$ cat config.mk
export PLATFORM = sky130hd
export DESIGN_NAME = page_frame_crc16_builder
export DESIGN_NICKNAME = d
export VERILOG_FILES = /design/src/hw/rtl/pfcrc_pkg.sv /design/src/hw/rtl/page_frame_crc16_builder.sv
export SDC_FILE = /design/constraint.sdc
export NUM_CORES = 1
export LEC_CHECK = 0
export BUFFER_PORTS_ARGS = -buffer_cell sky130_fd_sc_hd__buf_4
export CORE_ASPECT_RATIO = 0.9
export CORE_MARGIN = 8
export CORE_UTILIZATION = 50
export CTS_BUF_LIST = sky130_fd_sc_hd__clkbuf_16
export DETAILED_ROUTE_END_ITERATION = 12
export PLACE_DENSITY_LB_ADDON = 0.05
export SKIP_CTS_REPAIR_TIMING = 1
export SYNTH_ARGS = -nofsm -noshare
export SYNTH_HDL_FRONTEND = slang
export SYNTH_SLANG_ARGS = --single-unit
$ cat constraint.sdc
create_clock -name clock -period 3.9 [get_ports clock]
set_clock_uncertainty 0.2 [all_clocks]
set_input_delay 0.585 -clock clock [delete_from_list [all_inputs] [get_ports clock]]
set_output_delay 0.585 -clock clock [all_outputs]
set_load 0.05 [all_outputs]
$ cat src/hw/rtl/pfcrc_pkg.sv
// package for the page frame crc16 builder
// request and response payload types, sequencer phases and the crc-16/arc byte step
// no dependencies
`default_nettype none

package pfcrc_pkg;

   localparam int DATA_BYTES_DEFAULT = 64;
   localparam logic [15:0] CRC_POLY = 16'hA001;
   localparam logic [15:0] CRC_INIT = 16'h0000;

   typedef struct packed {
      logic [7:0] page_number;
      logic [7:0] data_byte;
   } req_type;

   typedef struct packed {
      logic [7:0] frame_byte;
      logic       is_checksum;
      logic       frame_end;
   } rsp_type;

   typedef enum logic [1:0] {
      PH_PAGE,
      PH_DATA,
      PH_CRC_LO,
      PH_CRC_HI
   } phase_type;

   // reflected crc update over one byte, lsb first
   function automatic logic [15:0] crc_byte(input logic [15:0] crc, input logic [7:0] b);
      logic [15:0] c;
      c = crc ^ {8'h00, b};
      for (int k = 0; k < 8; k++) begin
         if (c[0]) begin
            c = (c >> 1) ^ CRC_POLY;
         end else begin
            c = c >> 1;
         end
      end
      return c;
   endfunction

endpackage

`default_nettype wire

$ cat src/hw/rtl/page_frame_crc16_builder.sv
// page frame crc16 builder top level: frame sequencer, crc accumulator, response register
// depends on pfcrc_pkg
`default_nettype none

// Takes one page data byte per request and emits the transmit frame: the page number
// ahead of a frame's first data byte, each data byte, and after DATA_BYTES data bytes
// the CRC-16/ARC (poly 0xA001 reflected, init 0) low byte then high byte, the high
// byte marked frame_end. A frame is DATA_BYTES + 3 bytes. The CRC over page number and
// data byte is computed when the request is taken and parked with it in a one-entry
// item register; a response register then sends its bytes one per cycle unless rsp_stall
// holds it. A new request is taken in the cycle its predecessor's last byte moves to the
// response register, so throughput is one output byte per cycle while not stalled: a
// mid-frame request makes one byte, a frame's first two, its last three (four when
// DATA_BYTES is 1), each passing the item register and then the response register.
module page_frame_crc16_builder #(
   parameter int DATA_BYTES = pfcrc_pkg::DATA_BYTES_DEFAULT
) (
   input  wire              clock,
   input  wire              reset,
   input  wire              req_valid,
   output logic             req_stall,
   input  wire pfcrc_pkg::req_type req_data,
   output logic             rsp_valid,
   input  wire              rsp_stall,
   output pfcrc_pkg::rsp_type rsp_data
);

   // a page size of zero behaves as one byte per frame
   localparam int FRAME_BYTES = (DATA_BYTES < 1) ? 1 : DATA_BYTES;
   localparam int POS_W = (FRAME_BYTES > 2) ? $clog2(FRAME_BYTES) : 1;
   localparam logic [POS_W-1:0] POS_LAST = POS_W'(FRAME_BYTES - 1);

   // frame position and running crc
   logic [POS_W-1:0] pos_ff, pos_in;
   logic [15:0]      crc_ff, crc_in;

   // item register
   logic                 item_valid_ff, item_valid_in;
   pfcrc_pkg::phase_type phase_ff, phase_in;
   logic [7:0]           item_page_ff, item_page_in;
   logic [7:0]           item_byte_ff, item_byte_in;
   logic [15:0]          item_crc_ff, item_crc_in;
   logic                 item_last_ff, item_last_in;

   // response register
   logic               rsp_valid_ff, rsp_valid_in;
   pfcrc_pkg::rsp_type rsp_ff, rsp_in;

   logic                 req_take;
   logic                 rsp_load;
   logic                 item_done;
   pfcrc_pkg::phase_type phase_next;
   pfcrc_pkg::rsp_type   item_out;
   logic                 frame_first;
   logic                 frame_last;
   logic [15:0]          crc_start;
   logic [15:0]          crc_new;

   assign rsp_load  = item_valid_ff && (!rsp_valid_ff || !rsp_stall);
   assign req_stall = item_valid_ff && !(rsp_load && item_done);
   assign req_take  = req_valid && !req_stall;

   assign frame_first = (pos_ff == '0);
   assign frame_last  = (pos_ff == POS_LAST);
   assign crc_start   = frame_first ? pfcrc_pkg::crc_byte(pfcrc_pkg::CRC_INIT,
                                                          req_data.page_number) : crc_ff;
   assign crc_new     = pfcrc_pkg::crc_byte(crc_start, req_data.data_byte);

   // next phase of the item being sent
   always_comb begin
      phase_next = phase_ff;
      item_done  = 1'b0;
      case (phase_ff)
         pfcrc_pkg::PH_PAGE: begin
            phase_next = pfcrc_pkg::PH_DATA;
         end
         pfcrc_pkg::PH_DATA: begin
            if (item_last_ff) begin
               phase_next = pfcrc_pkg::PH_CRC_LO;
            end else begin
               item_done = 1'b1;
            end
         end
         pfcrc_pkg::PH_CRC_LO: begin
            phase_next = pfcrc_pkg::PH_CRC_HI;
         end
         pfcrc_pkg::PH_CRC_HI: begin
            item_done = 1'b1;
         end
         default: begin
            item_done = 1'b1;
         end
      endcase
   end

   // byte for the current phase
   always_comb begin
      item_out = '0;
      case (phase_ff)
         pfcrc_pkg::PH_PAGE: begin
            item_out.frame_byte = item_page_ff;
         end
         pfcrc_pkg::PH_DATA: begin
            item_out.frame_byte = item_byte_ff;
         end
         pfcrc_pkg::PH_CRC_LO: begin
            item_out.frame_byte  = item_crc_ff[7:0];
            item_out.is_checksum = 1'b1;
         end
         pfcrc_pkg::PH_CRC_HI: begin
            item_out.frame_byte  = item_crc_ff[15:8];
            item_out.is_checksum = 1'b1;
            item_out.frame_end   = 1'b1;
         end
         default: begin
            item_out = '0;
         end
      endcase
   end

   always_comb begin
      pos_in        = pos_ff;
      crc_in        = crc_ff;
      item_valid_in = item_valid_ff;
      phase_in      = phase_ff;
      item_page_in  = item_page_ff;
      item_byte_in  = item_byte_ff;
      item_crc_in   = item_crc_ff;
      item_last_in  = item_last_ff;
      rsp_valid_in  = rsp_valid_ff;
      rsp_in        = rsp_ff;

      if (!rsp_valid_ff || !rsp_stall) begin
         rsp_valid_in = item_valid_ff;
         rsp_in       = item_out;
      end

      if (rsp_load) begin
         if (item_done) begin
            item_valid_in = 1'b0;
         end else begin
            phase_in = phase_next;
         end
      end

      if (req_take) begin
         item_valid_in = 1'b1;
         phase_in      = frame_first ? pfcrc_pkg::PH_PAGE : pfcrc_pkg::PH_DATA;
         item_page_in  = req_data.page_number;
         item_byte_in  = req_data.data_byte;
         item_crc_in   = crc_new;
         item_last_in  = frame_last;
         if (frame_last) begin
            pos_in = '0;
            crc_in = pfcrc_pkg::CRC_INIT;
         end else begin
            pos_in = pos_ff + POS_W'(1);
            crc_in = crc_new;
         end
      end
   end

   always_ff @(posedge clock) begin
      if (reset) begin
         pos_ff        <= '0;
         crc_ff        <= pfcrc_pkg::CRC_INIT;
         item_valid_ff <= 1'b0;
         phase_ff      <= pfcrc_pkg::PH_PAGE;
         rsp_valid_ff  <= 1'b0;
      end else begin
         pos_ff        <= pos_in;
         crc_ff        <= crc_in;
         item_valid_ff <= item_valid_in;
         phase_ff      <= phase_in;
         rsp_valid_ff  <= rsp_valid_in;
      end
   end

   always_ff @(posedge clock) begin
      item_page_ff <= item_page_in;
      item_byte_ff <= item_byte_in;
      item_crc_ff  <= item_crc_in;
      item_last_ff <= item_last_in;
      rsp_ff       <= rsp_in;
   end

   assign rsp_valid = rsp_valid_ff;
   assign rsp_data  = rsp_ff;

   // frame end only ever marks a crc byte
   a_end_is_crc: assert property (@(posedge clock) disable iff (reset)
      rsp_valid && rsp_data.frame_end |-> rsp_data.is_checksum)
      else $error("frame_end on a non-crc byte");

   // crc phases belong only to a frame's last request
   a_crc_phase_last: assert property (@(posedge clock) disable iff (reset)
      item_valid_ff && (phase_ff == pfcrc_pkg::PH_CRC_LO || phase_ff == pfcrc_pkg::PH_CRC_HI)
      |-> item_last_ff)
      else $error("crc phase on a request that does not close its frame");

   // at a frame start the accumulator is back at its initial value
   a_crc_cleared: assert property (@(posedge clock)
      pos_ff == '0 |-> crc_ff == pfcrc_pkg::CRC_INIT)
      else $error("crc not cleared at frame start");

   // a stalled response with a pending item keeps the item parked
   a_item_held: assert property (@(posedge clock) disable iff (reset)
      item_valid_ff && rsp_valid_ff && rsp_stall |=> item_valid_ff && $stable(phase_ff))
      else $error("item advanced while response stalled");

endmodule

`default_nettype wire
==> impl_summary.md <==
Hold path
Along the worst hold path, the cell count comes to 1. The hold path endpoint is item_byte_ff[1]. The start point of the worst min-delay path is req_data[1]. The class of the worst hold path is input pin to flip-flop.

Synth
The synthesized area divided by synthesized cell count is approximately 13 sq um. The fraction of synthesized cell area in xor and xnor cells is 0.152. The commonest cells after synthesis are edfxtp_1 (43), xnor2_1 (27), dfxtp_1 (26), a22o_1 (17). The gate count of the mapped netlist is 246. The cell accounting for the most synthesized area is edfxtp_1.

In the post-synthesis netlist, the cell with the most instances is edfxtp_1. The flip-flop and latch count after synthesis is 69. The share of synthesized cell area in full adder, half adder and majority cells is 0.0239. Yosys mapped the design onto 37 distinct sky130hd cell types.

The predominant post-synthesis flop cell is edfxtp_1. The area share of the largest cell type after synthesis is 0.412. The simple-gate portion of the synthesized area is 0.0654. Yosys attributes the largest share of cell area to edfxtp_1 (41%), dfxtp_1 (17%), xnor2_1 (7.5%), a22o_1 (4.7%), mux2i_1 (2.9%). The area of the mapped netlist is 3140 sq um. Yosys mapped a number of flops with a built-in enable equal to 43.

By area, the combinational part of the netlist is dominated by XOR/XNOR gates. Counting every net in the synthesized netlist gives 272. Of the synthesized area, sequential elements account for 0.578. The complex-gate fraction of the synthesized area is 0.117. The portion of synthesized area spent on multiplexers is 0.0331. The share of synthesized flip-flops with an asynchronous set or reset is 0. For this run, the number of Yosys warnings is 0.

Cells and area
0 antenna diodes ended up in the layout. Of the cells placed in the final design, the portion with a size suffix greater than 1 is 0.212. The count of filler cells inserted in the layout is approximately 500. The register cell area after layout is roughly 1800 sq um.

The number of non-filler instances in the completed layout is 360. The final design area excluding fillers is 3730 sq um. The final-stage net count is 309.

Compared with the post-synthesis result, the final layout area differs by 19.1%. Summing all multi-input logic gate instances after layout gives 1230 sq um. The utilization after layout is 0.614.

Power and ir drop
The total power per unit cell area is between 500 and 600 nW/um^2. The design draws 0.00217 W. The peak supply drop is between 0.0003 and 0.0004 V. The reported leakage power is 1.49 nW.

Clock network
The level count of the clock H-tree is 3. The number of clock buffers added by TritonCTS is 9. The insertion delay of the later-clocked pin in the worst-skew pair is 330 ps.

TritonCTS built the clock tree. The clock transition at the registers of the reported paths is about 50 ps. The buffer cell driving the clock tree root is clkbuf_16.

The longest clock path from root to sink contains 2 buffers. Clock tree synthesis found a total of 69 sinks.

Floorplan
The die height is 91.1 um. The placeable core region is 6080 sq um. The starting utilization of the core area is 0.516. From left edge to right edge, the die measures 99.5 um. The die covers 9060 sq um. The cell row count is 27. The boundary pin count is 32.

Routing
The aggregate routed wire length is between 6000 and 7000 um. The post-detailed-route via-to-cell ratio is 5.43. After detailed routing, the number of remaining DRC violations is 0. For this block, the initial DRC count from the detailed router was 126. For this run, the detailed router's first-pass iteration total came to 4.

Summing over every cut layer, the via total after detailed routing is ~2000. The remaining number of nets flagged by the antenna check after routing is 0. Dividing the detail-routed wire length by the instance count gives 17.4 um.

STA
The total count of max-transition violations in the final report is 0. Setup violations remaining at the end of the flow were counted as 0. For this run, the top clock speed supported by timing is between 0.3 and 0.4 GHz. After layout, the minimum clock period comes to 2770 ps. The slew at the pin with the worst max-slew slack is 518 ps. In the finished design, the share of the clock period the worst path needs comes to 0.710.

Setup repair after global routing left no endpoint under its margin. For the final routed database, the setup TNS stands at 0 ps. The number of failing hold endpoints at the final stage is 0. Headroom to the max-slew limit came out at 0.655.

Place
Including well taps, the total number of placed cells is roughly 340. The placed wire-length estimate after detailed placement is between 4000 and 5000 um. The weighted congestion at the end of routability-driven global placement is 0.776. The count of port buffers added during placement is 31.

Summing all placed instances gives a cell area of 3460 sq um.

Critical path
The worst setup path is captured at a flip-flop. The slowest stage of the critical path belongs to the cell dfxtp_1. The maximum single-stage delay on the critical path is 410 ps.

Across all register-to-register paths, the minimum setup slack is 1130 ps. The cell type group with the largest total delay on the critical path is XOR/XNOR gates. The critical path is of the flip-flop to flip-flop type.

The arrival time of the worst setup path is 2780 ps. Of all nets on the critical path, the largest fanout is 7. In this run the critical register-to-register path is launched from pos_ff[0]. The category of the worst setup path launch point is a flip-flop.

At the worst endpoint, the required time is about 3900 ps. The endpoint of the worst register-to-register path is crc_ff[0]. The signal on the critical path passes through inv_1 -> ha_1 -> nand2b_1 -> or2_1 -> nand2_1 -> xnor2_1 -> xor2_2 -> xnor3_1 -> a22o_1. Counting both buffers and inverters, the worst setup path holds a total of 1. For the worst flop-to-flop path, the logic depth is 9.

Global route
The first global-routing pass estimated 10400 um of wire. The number of antenna violations at the first check in global routing is 0. Global routing finished with a remaining overflow of 0. Across every metal layer, demand over resource in global routing totals 0.148. The via count of the first global-routing pass was 1964. Entering global routing, the biggest net connects 30 pins.

Run status
The run finished with clean final reports.

Run
Max-cap violations in this run came to 0.
## cells in the final DEF (no fill, tap or decap), types with 2 or more instances in the layout
cell,n
edfxtp_1,43
buf_4,35
xnor2_1,27
dfxtp_1,26
a22o_1,17
inv_1,16
nand2_1,16
nor2_1,14
xor2_1,10
mux2i_1,9
clkbuf_16,9
a222oi_1,8
a21oi_1,7
o21ai_1,7
ha_1,6
xnor3_1,3
nor3_1,3
o21ai_0,3
nand3_1,2
a311oi_1,2
clkinv_4,2
clkinvlp_4,2
clkinv_2,2
## cells by family (layout without fill, tap and decap cells)
logic type,count (synthesis),in the layout
AO/OA/AOI/OAI,48,48
flip-flops,69,69
AND/OR/NAND/NOR,43,43
adder cells (fa/ha/maj),6,6
multiplexers,10,10
XOR/XNOR,44,44
buffers and inverters,26,68
## per-stage QoR
| step | setup slack [ps] | hold WS (ps) |
|---|---|---|
| 2_1_floorplan | 1180 | 244 |
| 3_3_place_gp | 941 | 261 |
| 3_5_place_dp | 908 | 266 |
| 4_1_cts | 1100 | 249 |
| 5_1_grt | 978 | 245 |
| 6_report | 1130 | 256 |
## power breakdown
group / switching (W) / leakage (nW) / internal [W] / total, W
logic: 0.000268 / 0.721 / 0.000222 / 0.000490
clock network: 0.000302 / 0.132 / 0.000431 / 0.000733
registers: 0.0000411 / 0.638 / 0.000904 / 0.000945
## area by class of cell
class                           count  share of cell area
Inverter                           17              0.0171
Clock inverter                      7              0.0137
Tap cell                           72              0.0241
Sequential cell                    69               0.485
Timing Repair Buffer               35              0.0704
Multi-Input combinational cell    151               0.329
Clock buffer                        9              0.0603
## registers in the layout, indices dropped and copies added, names as in the netlist
register and cells:
rsp_data 10, item_last_ff 1, item_page_ff 8, rsp_valid 1, item_crc_ff 16, item_valid_ff 1, crc_ff 16, item_byte_ff 8
pos_ff 6, phase_ff 2
## metal layers
metal / global-route usage / routed length (um) / vias to the layer above
met4: 0.0491 / 70 / 0
met2: 0.207 / 2680 / 69
met1: 0.203 / 2900 / 915
met5: 0 / 0 / -
li1: - / - / 965
met3: 0.0603 / 613 / 7
## worst max path at each step
stage | slack, ps | end | start | cells past startpoint
global placement | 940 | crc_ff[0] | req_data[8] | 8
global route | 980 | item_crc_ff[6] | phase_ff[0] | 6
finish | 1130 | crc_ff[0] | pos_ff[0] | 9
CTS | 1100 | crc_ff[0] | pos_ff[0] | 9
floorplan | 1180 | crc_ff[0] | req_data[8] | 7
detailed placement | 910 | crc_ff[0] | req_data[8] | 8
No activity file was read; power rests on OpenSTA's default activity.
